[config.mk]
export PLATFORM = sky130hd
export DESIGN_NAME = scan_fragment_framer_crc16_unit_flat
export DESIGN_NICKNAME = d
export VERILOG_FILES = /design/src/sfcrc_pkg.sv /design/src/sfcrc_in_if.sv /design/src/sfcrc_out_if.sv /design/src/sfcrc_crc_unit.sv /design/src/scan_fragment_framer_crc16_unit.sv /design/src/flat_wrapper.sv
export SDC_FILE = /design/constraint.sdc
export NUM_CORES = 1
export LEC_CHECK = 0
export ABC_CLOCK_PERIOD_IN_PS = 11000
export BUFFER_PORTS_ARGS = -buffer_cell sky130_fd_sc_hd__buf_4
export CAP_MARGIN = 30
export CELL_PAD_IN_SITES_DETAIL_PLACEMENT = 1
export CELL_PAD_IN_SITES_GLOBAL_PLACEMENT = 2
export CORE_ASPECT_RATIO = 1.1
export CORE_MARGIN = 5
export CORE_UTILIZATION = 45
export DETAILED_ROUTE_END_ITERATION = 8
export GPL_TIMING_DRIVEN = 0
export PLACE_DENSITY = 0.82
export RECOVER_POWER = 25
export SYNTH_ARGS = -nofsm -noshare
export SYNTH_HDL_FRONTEND = slang
export SYNTH_SLANG_ARGS = --single-unit
export TNS_END_PERCENT = 10
[constraint.sdc]
create_clock -name i_clk -period 11 [get_ports i_clk]
set_input_delay 1.65 -clock i_clk [delete_from_list [all_inputs] [get_ports i_clk]]
set_output_delay 1.65 -clock i_clk [all_outputs]
set_load 0.02 [all_outputs]
[src/sfcrc_pkg.sv]
package sfcrc_pkg;

    typedef logic [7:0]  t_byte;
    typedef logic [15:0] t_crc;
    typedef logic [0:0]  t_cfg_idx;

    localparam t_cfg_idx CFG_MAGIC   = 1'd0;
    localparam t_cfg_idx CFG_VERSION = 1'd1;

    localparam t_byte MAGIC_RESET   = 8'hA7;
    localparam t_byte VERSION_RESET = 8'h01;

    localparam int HEADER_BYTES = 7;
    localparam int HDR_MAGIC    = 0;
    localparam int HDR_VERSION  = 1;
    localparam int HDR_SCAN     = 2;
    localparam int HDR_FRAG     = 3;
    localparam int HDR_LEN      = 4;
    localparam int HDR_CRC_LO   = 5;
    localparam int HDR_CRC_HI   = 6;

    localparam t_crc CRC_POLY = 16'h1021;
    localparam t_crc CRC_INIT = 16'hFFFF;
    localparam t_crc CRC_TOP  = 16'h8000;

    function automatic t_crc crc16_byte(t_crc crc_in, t_byte data);
        t_crc c;
        c = crc_in ^ {data, 8'h00};
        for (int k = 0; k < 8; k++) begin
            if ((c & CRC_TOP) != '0) begin
                c = (c << 1) ^ CRC_POLY;
            end else begin
                c = c << 1;
            end
        end
        return c;
    endfunction

endpackage

[src/sfcrc_in_if.sv]
interface sfcrc_in_if;
    logic                valid;
    logic                ready;
    sfcrc_pkg::t_byte    data_byte;
    logic                end_of_scan;

    modport source (output valid, output data_byte, output end_of_scan, input ready);
    modport sink   (input valid, input data_byte, input end_of_scan, output ready);
endinterface

[src/sfcrc_out_if.sv]
interface sfcrc_out_if;
    logic                valid;
    logic                ready;
    sfcrc_pkg::t_byte    frame_byte;
    logic                frame_end;

    modport source (output valid, output frame_byte, output frame_end, input ready);
    modport sink   (input valid, input frame_byte, input frame_end, output ready);
endinterface

[src/sfcrc_crc_unit.sv]
module sfcrc_crc_unit (
    input  logic            i_clk,
    input  logic            i_rst_n,
    input  logic            i_clear,
    input  logic            i_en,
    input  sfcrc_pkg::t_byte i_byte,
    output sfcrc_pkg::t_crc  o_crc
);
    import sfcrc_pkg::*;

    t_crc r_crc;

    always_ff @(posedge i_clk) begin
        if (!i_rst_n) begin
            r_crc <= CRC_INIT;
        end else if (i_clear) begin
            r_crc <= CRC_INIT;
        end else if (i_en) begin
            r_crc <= crc16_byte(r_crc, i_byte);
        end
    end

    assign o_crc = r_crc;

endmodule

[src/scan_fragment_framer_crc16_unit.sv]
// Scan fragment framer. Scan bytes are buffered into fragments of up to
// PAYLOAD_BYTES bytes; a full fragment or the last byte of a scan produces one
// frame of 7 + PAYLOAD_BYTES bytes (magic, version, scan number, fragment
// number, length, CRC16-CCITT low/high, payload zero-padded). A byte that
// closes no fragment is only buffered. Once a closing byte is buffered, a
// byte-wide CRC unit walks the 7 + len bytes of the header and the buffered
// payload one byte a cycle, then the frame is streamed at one byte per cycle
// while the sink is ready; no input is taken during the CRC pass or the
// frame stream. The payload buffer needs no clear after reset.
module scan_fragment_framer_crc16_unit #(
    parameter int PAYLOAD_BYTES = 25
) (
    input  logic                 i_clk,
    input  logic                 i_rst_n,
    sfcrc_in_if.sink             i_in,
    sfcrc_out_if.source          o_frame,
    input  logic                 i_cfg_we,
    input  sfcrc_pkg::t_cfg_idx  i_cfg_idx,
    input  sfcrc_pkg::t_byte     i_cfg_wdata
);
    import sfcrc_pkg::*;

    localparam int FRAME_BYTES = HEADER_BYTES + PAYLOAD_BYTES;
    localparam int IW = $clog2(FRAME_BYTES + 1);
    localparam int FW = $clog2(PAYLOAD_BYTES + 1);
    localparam int AW = (PAYLOAD_BYTES > 1) ? $clog2(PAYLOAD_BYTES) : 1;

    localparam logic [1:0] S_IDLE = 2'd0;
    localparam logic [1:0] S_CRC  = 2'd1;
    localparam logic [1:0] S_EMIT = 2'd2;

    logic [1:0]    r_state;
    logic [IW-1:0] r_idx;
    logic [FW-1:0] r_fill;
    logic          r_last;
    t_byte         r_scan;
    t_byte         r_frag;
    t_byte         r_magic;
    t_byte         r_version;
    t_byte         r_mem [PAYLOAD_BYTES];
    t_byte         r_rd;
    logic          r_out_valid;
    t_byte         r_out_byte;
    logic          r_out_end;

    logic          accept;
    logic [FW-1:0] fill_inc;
    logic          frame_due;
    logic          emit_adv;
    logic          crc_step;
    logic          adv;
    logic [IW-1:0] rd_pos;
    logic [IW-1:0] rd_off;
    logic          rd_hit;
    logic [IW-1:0] pay_off;
    logic          pay_used;
    logic          idx_last_crc;
    logic          idx_last_frame;
    t_byte         cur_byte;
    t_crc          crc;

    assign i_in.ready = (r_state == S_IDLE);
    assign accept     = i_in.valid & i_in.ready;
    assign fill_inc   = r_fill + FW'(1);
    assign frame_due  = (fill_inc == FW'(PAYLOAD_BYTES)) || i_in.end_of_scan;
    assign emit_adv   = (r_state == S_EMIT) && (!r_out_valid || o_frame.ready);
    assign crc_step   = (r_state == S_CRC);
    assign adv        = emit_adv | crc_step;

    // prefetch the payload byte for the position about to be used
    assign rd_pos = adv ? (r_idx + IW'(1)) : r_idx;
    assign rd_off = rd_pos - IW'(HEADER_BYTES);
    assign rd_hit = (rd_pos >= IW'(HEADER_BYTES)) && (rd_off < IW'(r_fill));

    assign pay_off  = r_idx - IW'(HEADER_BYTES);
    assign pay_used = (r_idx >= IW'(HEADER_BYTES)) && (pay_off < IW'(r_fill));

    assign idx_last_crc   = (r_idx == (IW'(HEADER_BYTES) + IW'(r_fill) - IW'(1)));
    assign idx_last_frame = (r_idx == IW'(FRAME_BYTES - 1));

    always_comb begin
        case (r_idx)
            IW'(HDR_MAGIC):   cur_byte = r_magic;
            IW'(HDR_VERSION): cur_byte = r_version;
            IW'(HDR_SCAN):    cur_byte = r_scan;
            IW'(HDR_FRAG):    cur_byte = r_frag;
            IW'(HDR_LEN):     cur_byte = t_byte'(r_fill);
            IW'(HDR_CRC_LO):  cur_byte = (r_state == S_EMIT) ? crc[7:0] : '0;
            IW'(HDR_CRC_HI):  cur_byte = (r_state == S_EMIT) ? crc[15:8] : '0;
            default:          cur_byte = pay_used ? r_rd : '0;
        endcase
    end

    sfcrc_crc_unit u_crc (
        .i_clk   (i_clk),
        .i_rst_n (i_rst_n),
        .i_clear (accept & frame_due),
        .i_en    (crc_step),
        .i_byte  (cur_byte),
        .o_crc   (crc)
    );

    always_ff @(posedge i_clk) begin
        if (accept) begin
            r_mem[r_fill[AW-1:0]] <= i_in.data_byte;
        end
        if (rd_hit) begin
            r_rd <= r_mem[rd_off[AW-1:0]];
        end
    end

    always_ff @(posedge i_clk) begin
        if (!i_rst_n) begin
            r_magic   <= MAGIC_RESET;
            r_version <= VERSION_RESET;
        end else if (i_cfg_we) begin
            case (i_cfg_idx)
                CFG_MAGIC:   r_magic   <= i_cfg_wdata;
                CFG_VERSION: r_version <= i_cfg_wdata;
                default: begin
                end
            endcase
        end
    end

    always_ff @(posedge i_clk) begin
        if (!i_rst_n) begin
            r_state <= S_IDLE;
            r_idx   <= '0;
            r_fill  <= '0;
            r_last  <= 1'b0;
            r_scan  <= '0;
            r_frag  <= '0;
        end else begin
            case (r_state)
                S_IDLE: begin
                    if (accept) begin
                        r_fill <= fill_inc;
                        if (frame_due) begin
                            r_last  <= i_in.end_of_scan;
                            r_idx   <= '0;
                            r_state <= S_CRC;
                        end
                    end
                end
                S_CRC: begin
                    if (idx_last_crc) begin
                        r_idx   <= '0;
                        r_state <= S_EMIT;
                    end else begin
                        r_idx <= r_idx + IW'(1);
                    end
                end
                S_EMIT: begin
                    if (emit_adv) begin
                        r_idx <= r_idx + IW'(1);
                        if (idx_last_frame) begin
                            r_state <= S_IDLE;
                            r_fill  <= '0;
                            if (r_last) begin
                                r_scan <= r_scan + 8'd1;
                                r_frag <= '0;
                            end else begin
                                r_frag <= r_frag + 8'd1;
                            end
                        end
                    end
                end
                default: r_state <= S_IDLE;
            endcase
        end
    end

    // output register: hold until the sink takes the transaction
    always_ff @(posedge i_clk) begin
        if (!i_rst_n) begin
            r_out_valid <= 1'b0;
        end else if (emit_adv) begin
            r_out_valid <= 1'b1;
        end else if (o_frame.ready) begin
            r_out_valid <= 1'b0;
        end
    end

    always_ff @(posedge i_clk) begin
        if (emit_adv) begin
            r_out_byte <= cur_byte;
            r_out_end  <= idx_last_frame;
        end
    end

    assign o_frame.valid      = r_out_valid;
    assign o_frame.frame_byte = r_out_byte;
    assign o_frame.frame_end  = r_out_end;

endmodule
[src/flat_wrapper.sv]
// flat-port wrapper written by rule: the top's interface ports become plain ports
module scan_fragment_framer_crc16_unit_flat import sfcrc_pkg::*;
#(
    parameter int PAYLOAD_BYTES = 25
)
  (i_clk, i_rst_n, i_cfg_we, i_cfg_idx, i_cfg_wdata, i_in_valid, i_in_data_byte, i_in_end_of_scan, i_in_ready, o_frame_valid, o_frame_frame_byte, o_frame_frame_end, o_frame_ready);
  sfcrc_in_if i_in_i ();
  sfcrc_out_if o_frame_i ();
  input  logic i_clk;
  input  logic i_rst_n;
  input  logic i_cfg_we;
  input  sfcrc_pkg::t_cfg_idx i_cfg_idx;
  input  sfcrc_pkg::t_byte i_cfg_wdata;
  input wire logic [$bits(i_in_i.valid)-1:0] i_in_valid;
  input wire logic [$bits(i_in_i.data_byte)-1:0] i_in_data_byte;
  input wire logic [$bits(i_in_i.end_of_scan)-1:0] i_in_end_of_scan;
  output wire logic [$bits(i_in_i.ready)-1:0] i_in_ready;
  output wire logic [$bits(o_frame_i.valid)-1:0] o_frame_valid;
  output wire logic [$bits(o_frame_i.frame_byte)-1:0] o_frame_frame_byte;
  output wire logic [$bits(o_frame_i.frame_end)-1:0] o_frame_frame_end;
  input wire logic [$bits(o_frame_i.ready)-1:0] o_frame_ready;
  assign i_in_i.valid = i_in_valid;
  assign i_in_i.data_byte = i_in_data_byte;
  assign i_in_i.end_of_scan = i_in_end_of_scan;
  assign i_in_ready = i_in_i.ready;
  assign o_frame_valid = o_frame_i.valid;
  assign o_frame_frame_byte = o_frame_i.frame_byte;
  assign o_frame_frame_end = o_frame_i.frame_end;
  assign o_frame_i.ready = o_frame_ready;
  scan_fragment_framer_crc16_unit #(.PAYLOAD_BYTES(PAYLOAD_BYTES)) u_core (.i_clk(i_clk), .i_rst_n(i_rst_n), .i_in(i_in_i), .o_frame(o_frame_i), .i_cfg_we(i_cfg_we), .i_cfg_idx(i_cfg_idx), .i_cfg_wdata(i_cfg_wdata));
endmodule
Word level (Yosys, flattened, before mapping):

Memories as Yosys holds them, arrays and structs flattened. A register that Yosys moved wholly into a read port is not among the register bits.
Cells that the tools add are included.

* $lt $le $gt $ge: 4
* $add $sub $neg: 8
* eq/ne operators: 16
* mux-type cells: 54
* bitwise logic cells: 14
* reductions and logical operators: 20

Operator list (number)
* 2-to-1 mux 16 bit: 21
* 2-to-1 mux 13 bit: 8
* case mux 8 bit (7 select lines): 1
* 2-to-1 mux 8 bit: 4
* 2-to-1 mux 6 bit: 5
* NOT 3 bit: 8
* equality test 6 x 3 -> 1 bit, second input constant: 3
* case mux 6 bit (3 select lines): 1
* adder 8 x 1 -> 8 bit, second input constant: 2
* bitwise XOR 16 bit: 1
* 2-to-1 mux 5 bit: 3
* equality test 6 x 2 -> 1 bit, second input constant: 2
* >= comparator 6 x 3 -> 1 bit, second input constant: 2
* < comparator 6 x 5 -> 1 bit: 2
* AND reduction 4 bit: 3
* subtractor 6 x 3 -> 6 bit, second input constant: 2
* 2-to-1 mux 2 bit: 5
* case mux 5 bit (2 select lines): 1
* adder 3 x 5 -> 6 bit, first input constant: 1
* adder 6 x 1 -> 6 bit, second input constant: 1
* equality test 6 x 1 -> 1 bit, second input constant: 1
* equality test 6 x 5 -> 1 bit, second input constant: 1
* equality test 6 bit: 1
* logical NOT 6 bit: 1
* 22 further kinds: 36

* memories: 1
* input port bits: 23
* word-level logic and storage cells: 129
* memory bits (writable): 200
* register bits: 72

Memories
* u_core.r_mem: depth 25, width 8, rd ports 1, clocked after memory_dff 1, wr ports 1, line scan_fragment_framer_crc16_unit.sv:40 `t_byte r_mem [PAYLOAD_BYTES];`

Depth between registers and ports, before layout:

* depth after elaboration: 43
* gate-level depth with buffers: 18

Modules after synthesis:

Synthesis repeated with hierarchy kept, for this count alone.

* cells, all modules: 884
* area, all modules: 12674.7 µm²

Modules (own cells, without submodules)
* scan_fragment_framer_crc16_unit: times used 1, cells each 804, area each 11745.0 µm²
* sfcrc_crc_unit: times used 1, cells each 80, area each 929.6 µm²

Worst setup path before layout:

Ideal clock, no wire load.

* path kind: input to register
* from: input port o_frame_ready
* to: register u_core.r_rd[0] (read register of u_core.r_mem) (enable)
* required time: 10.625 ns
* slack: 5.899 ns
* stages on the path: 14
* arrival time: 4.725 ns
* setup time: 0.375 ns
* path through: and2b_2 -> o21a_4 -> xnor2_2 -> buf_4 -> buf_4 -> ha_1 -> inv_1 -> o21ai_1 -> xnor2_2 -> inv_2 -> buf_4 -> ha_1 -> a311o_1 -> a21oi_1

* cells in the longest elaborated chain, start to end: 7
* elaborated cells between the ends (all ways): 8
* those cells by class: add/sub (1); order compare (2); mux (1); bitwise (1); reduce/logical (3)

Ends and longest elaborated chain
* start, declared: line flat_wrapper.sv:21 `input wire logic [$bits(o_frame_i.ready)-1:0] o_frame_ready;`
* logical OR 1 bit (*): line scan_fragment_framer_crc16_unit.sv:66 `assign emit_adv = (r_state == S_EMIT) && (!r_out_valid || o_frame.ready);`
* logical AND 1 bit (*): line scan_fragment_framer_crc16_unit.sv:66
* bitwise OR 1 bit (*): line scan_fragment_framer_crc16_unit.sv:68 `assign adv = emit_adv | crc_step;`
* 2-to-1 mux 6 bit (*): line scan_fragment_framer_crc16_unit.sv:71 `assign rd_pos = adv ? (r_idx + IW'(1)) : r_idx;`
* subtractor 6 x 3 -> 6 bit: line scan_fragment_framer_crc16_unit.sv:72 `assign rd_off = rd_pos - IW'(HEADER_BYTES);`
* < comparator 6 x 5 -> 1 bit: line scan_fragment_framer_crc16_unit.sv:73 `assign rd_hit = (rd_pos >= IW'(HEADER_BYTES)) && (rd_off < IW'(r_fill));`
* logical AND 1 bit (*): line scan_fragment_framer_crc16_unit.sv:73
* net u_core.rd_hit: line scan_fragment_framer_crc16_unit.sv:54 `logic rd_hit;`
* end, declared: line scan_fragment_framer_crc16_unit.sv:41 `t_byte r_rd;`

Mark *: on every way through the listed nets, which the timed path passes. The rest lies on a longest branch.
A chain may end at the register's enable or synchronous reset.

Worst setup path after layout:

* from: input port o_frame_ready
* to: register u_core.r_rd[5] (read register of u_core.r_mem) (data pin)

* cells in the longest elaborated chain, start to end: 7
* elaborated cells between the ends (all ways): 8
* those cells by class: add/sub (1); order compare (2); mux (1); bitwise (1); reduce/logical (3)

Ends and longest elaborated chain (line)
* logical OR 1 bit (*): scan_fragment_framer_crc16_unit.sv:66
* logical AND 1 bit (*): scan_fragment_framer_crc16_unit.sv:66
* bitwise OR 1 bit (*): scan_fragment_framer_crc16_unit.sv:68
* 2-to-1 mux 6 bit (*): scan_fragment_framer_crc16_unit.sv:71
* subtractor 6 x 3 -> 6 bit: scan_fragment_framer_crc16_unit.sv:72
* < comparator 6 x 5 -> 1 bit: scan_fragment_framer_crc16_unit.sv:73
* logical AND 1 bit: scan_fragment_framer_crc16_unit.sv:73

Every way passes the cells marked *; elsewhere a longest branch is shown, timed or not.

==> impl_metrics.py <==
metrics = {
    "status": {
        "status": "completed",
    },
    "finish": {
        "antenna_cells": 0,
        "fin_area_sq_um": 14200,
        "area_delta_synth_final_pct": 13.1,
        "drive_above_1_share_pct": 18.2,
        "fin_nets": 1010,
    },
    "worst_hold_path": {
        "hold_depth": 2,
        "hp-start": "u_core.r_version[2]$_SDFFE_PN0P_",
        "hp-class": "reg2reg",
        "holdPathEnd": "u_core.r_version[2]$_SDFFE_PN0P_",
    },
    "yosys": {
        "synth_nets": 944,
        "syn_inst": 895,
        "ys_types": 80,
        "ys_ff_latch": 280,
        "yosysWarnings": 0,
        "postSynth.asyncResetShare_pct": 0,
        "syn_area_sq_um": 12600,
        "avgSynthCellArea_sq_um": 14.1,
        "synth_edf_count": 217,
        "ys_seq_area_share_pct": 61.8,
        "synth_flop_cell": "edfxtp_1",
    },
    "detailed_routing": {
        "drt_wl_total_mm": 30.5,
        "viasPerCell": 5.65,
        "drt_iter0_markers": 512,
        "ant_nets": 0,
        "vias": 7620,
        "avgRoutedWirePerCell_microns": 22.6,
        "drc": 0,
        "firstDrtPassIters": 5,
    },
    "setup_path": {
        "start_kind": "primary input",
        "slowest_stage": "clkbuf_1",
        "crit_buf_inv": 5,
        "cp_common_cell": "buf_4",
        "path_class": "in2reg",
        "rr_startpoint": "u_core.r_state[0]$_SDFFE_PN0P_",
        "r2r-end": "u_core.r_rd[5]$_DFFE_PP_",
        "worst-path-max-fanout": 10,
        "worstPathCellList": "buf_4, and2b_2, o21a_4, xnor2_2, buf_4, buf_4, ha_1, clkbuf_1, clkbuf_1, mux4_2, and2_1, a211oi_1, o22ai_1",
        "cp_slowest_stage_delay_ns": 0.58,
        "cp.required_ns": 11.27,
        "crit_arrival_ns": 5.87,
        "cp_top_family": "buffers and inverters",
        "ff2ff_setup_slack_ns": 5.91,
        "ff2ff_path_depth": 15,
        "endpoint_kind": "register",
    },
    "clock_tree": {
        "cts_sinks": 280,
        "numCtsBuffers": 30,
        "clock_latency_ns": 0.58,
        "cts_resized": 0,
        "clockBufferDepth": 3,
        "postCtsSetupBuffers": 0,
        "cts_tree": "done",
        "root_buffer": "clkbuf_16",
        "htreeDepth": 1,
        "cts_hold_buf": 0,
        "clkTransAtPathRegs_ns": 0.06,
    },
    "die": {
        "core_area_sq_um": 27700,
        "die_w_microns": 169,
        "die_area_sq_um": 31400,
        "start_util_pct": 45.4,
        "num_rows": 64,
        "die_h_microns": 185,
        "pin_count": 34,
    },
    "sta": {
        "setup_slack_ns": 5.40,
        "hold_violations": 0,
        "rsz0062_at_grt": "false",
        "tns_ns": 0,
        "tightest_slew_ns": 1.26,
        "slew_headroom_pct": 16.1,
        "fmax_mhz": 179,
        "holdWs_ns": 0.458,
        "post-route-period-util_pct": 50.9,
        "layout_min_cycle_time_ns": 5.60,
        "setup_viol": 0,
        "skew_ns": 0.0470,
        "report.final.slew_viol_count": 0,
    },
    "power_and_ir_drop": {
        "power_density_nw_per_um2": 175,
        "p_int_w": 0.00188,
        "p_leak_nw": 4.82,
        "peakVddDrop_mv": 0.144,
        "p_clk_share_pct": 39.8,
        "power.net_switching_w": 0.000612,
        "combinationalPowerShare_pct": 13.0,
        "pwr-share-seq_pct": 47.2,
        "p_sw_share_pct": 24.5,
    },
    "placement": {
        "dp_slack_ns": 4.76,
        "dpl-instance-area_sq_um": 13300,
        "portBuffers": 33,
        "dpl.hpwl_mm": 21.4,
        "place.gp.congestion": 0.865,
    },
    "global_route": {
        "grt_max_degree": 26,
        "grt_pass1_wl_mm": 47.5,
        "grt.total_usage_pct": 19.6,
        "gr-total-overflow": 0,
        "antenna_found_initial": 0,
        "grt_pass1_vias": 8170,
    },
    "run": {
        "drv_cap": 0,
    },
}
[flip-flops by register name, indices dropped and copies added, names as in the netlist]
register	flops
u_core.r_mem	200
u_core.u_crc.o_crc	16
u_core.o_frame.frame_byte	8
u_core.r_frag	8
u_core.r_magic	8
u_core.r_rd	8
u_core.r_scan	8
u_core.r_version	8
u_core.r_idx	6
u_core.r_fill	5
u_core.r_state	2
u_core.o_frame.frame_end	1
u_core.o_frame.valid	1
u_core.r_last	1
[per-stage QoR]
stage               utilization [%]  total power [W]  std cells
floorplan                         -          0.00143        895
global placement               47.9          0.00152       1291
detailed placement             47.9          0.00153       1292
CTS                            51.4          0.00252       1348
global route                   51.4          0.00259       1348
finish                         51.4          0.00249       1348
[per-layer routing]
| layer | vias up | GRT usage, % | wire [microns] |
|---|---|---|---|
| li1 | 3556 | - | - |
| met1 | 3832 | 24.4 | 12700 |
| met2 | 170 | 35.1 | 15400 |
| met3 | 62 | 2.33 | 1120 |
| met4 | 0 | 7.50 | 1240 |
| met5 | - | 0 | 0 |
[area by class of cell]
cell class / instances / area (sq um)
multi-input cells: 547 / 4480
inverters: 21 / 78.8
fillers: 2777 / 13500
repair buffers: 34 / 226
clock inverters: 16 / 183
clock buffers: 40 / 788
flip-flops and latches: 280 / 7780
plain buffers: 47 / 238
well taps: 363 / 454
[how the worst max path moves through the flow]
stage | start | endpoint | slack (ns) | depth (start not counted)
global placement | o_frame_ready | u_core.r_rd[5]$_DFFE_PP_ | 4.76 | 13
CTS | o_frame_ready | u_core.r_rd[5]$_DFFE_PP_ | 5.34 | 13
global route | o_frame_ready | u_core.r_rd[7]$_DFFE_PP_ | 5.22 | 16
finish | o_frame_ready | u_core.r_rd[5]$_DFFE_PP_ | 5.40 | 13
floorplan | o_frame_ready | u_core.r_rd[0]$_DFFE_PP_ | 5.90 | 14
detailed placement | o_frame_ready | u_core.r_rd[6]$_DFFE_PP_ | 4.76 | 13
[worst reg2reg max path, delay by kind of cell (launching register included)]
family	cells	cell delay, ns
adders and majority gates	2	0.42
xor gates and xnor gates	1	0.37
buffers and inverters	7	2.21
and+or+nand+nor	1	0.20
AOI/OAI and AO/OA	3	0.87
DFF	1	0.33
muxes	1	0.40
[power by group through the flow]
| stage | registers, W | logic (W) | clock network (W) |
|---|---|---|---|
| after floorplan | 0.00119 | 0.000235 | 0 |
| after global placement | 0.00120 | 0.000324 | 0 |
| after detailed placement | 0.00120 | 0.000329 | 0 |
| after CTS | 0.00118 | 0.000331 | 0.00101 |
| after global routing | 0.00118 | 0.000353 | 0.00106 |
| final | 0.00118 | 0.000325 | 0.000991 |
[placed cells by master (no fill, tap or decap), types with 7 or more instances in the layout]
master	instances
buf_2	10
mux2_2	8
nand3_1	40
inv_1	15
xnor2_1	20
nand4_1	14
edfxtp_1	217
nor2b_1	9
o22ai_1	8
a22oi_1	12
dfxtp_1	63
ha_1	26
and3_1	7
nor2_1	68
clkbuf_1	42
o21ai_0	30
and2_1	13
a211oi_1	8
clkinv_1	8
a21oi_1	26
mux4_2	48
nand2_1	67
buf_4	35
mux2i_1	20
clkbuf_16	30
xor2_1	17
[cells by family after synthesis]
| group | synth area share (%) |
|---|---|
| flops | 61.8 |
| compound gates | 7.92 |
| fa+ha+maj | 2.59 |
| simple gates | 10.0 |
| mux | 11.2 |
| buf+inv | 2.52 |
| xor+xnor | 3.92 |
[synth_stat cells, types with 12 or more instances]
master | instances | area share [%]
edfxtp_1 | 217 | 52
ha_1 | 26 | 2.6
dfxtp_1 | 63 | 10
nand3_1 | 40 | 1.6
nand2_1 | 67 | 2.0
o21ai_0 | 30 | 1.2
nor2_1 | 68 | 2.0
a22oi_1 | 12 | 0.72
a21oi_1 | 26 | 1.0
xor2_1 | 17 | 1.2
mux2i_1 | 20 | 1.6
inv_1 | 15 | 0.45
xnor2_1 | 20 | 1.4
nand4_1 | 14 | 0.70
clkbuf_1 | 25 | 0.75
mux4_2 | 48 | 8.6
and2_1 | 13 | 0.65
No activity file was read; power rests on OpenSTA's default activity.
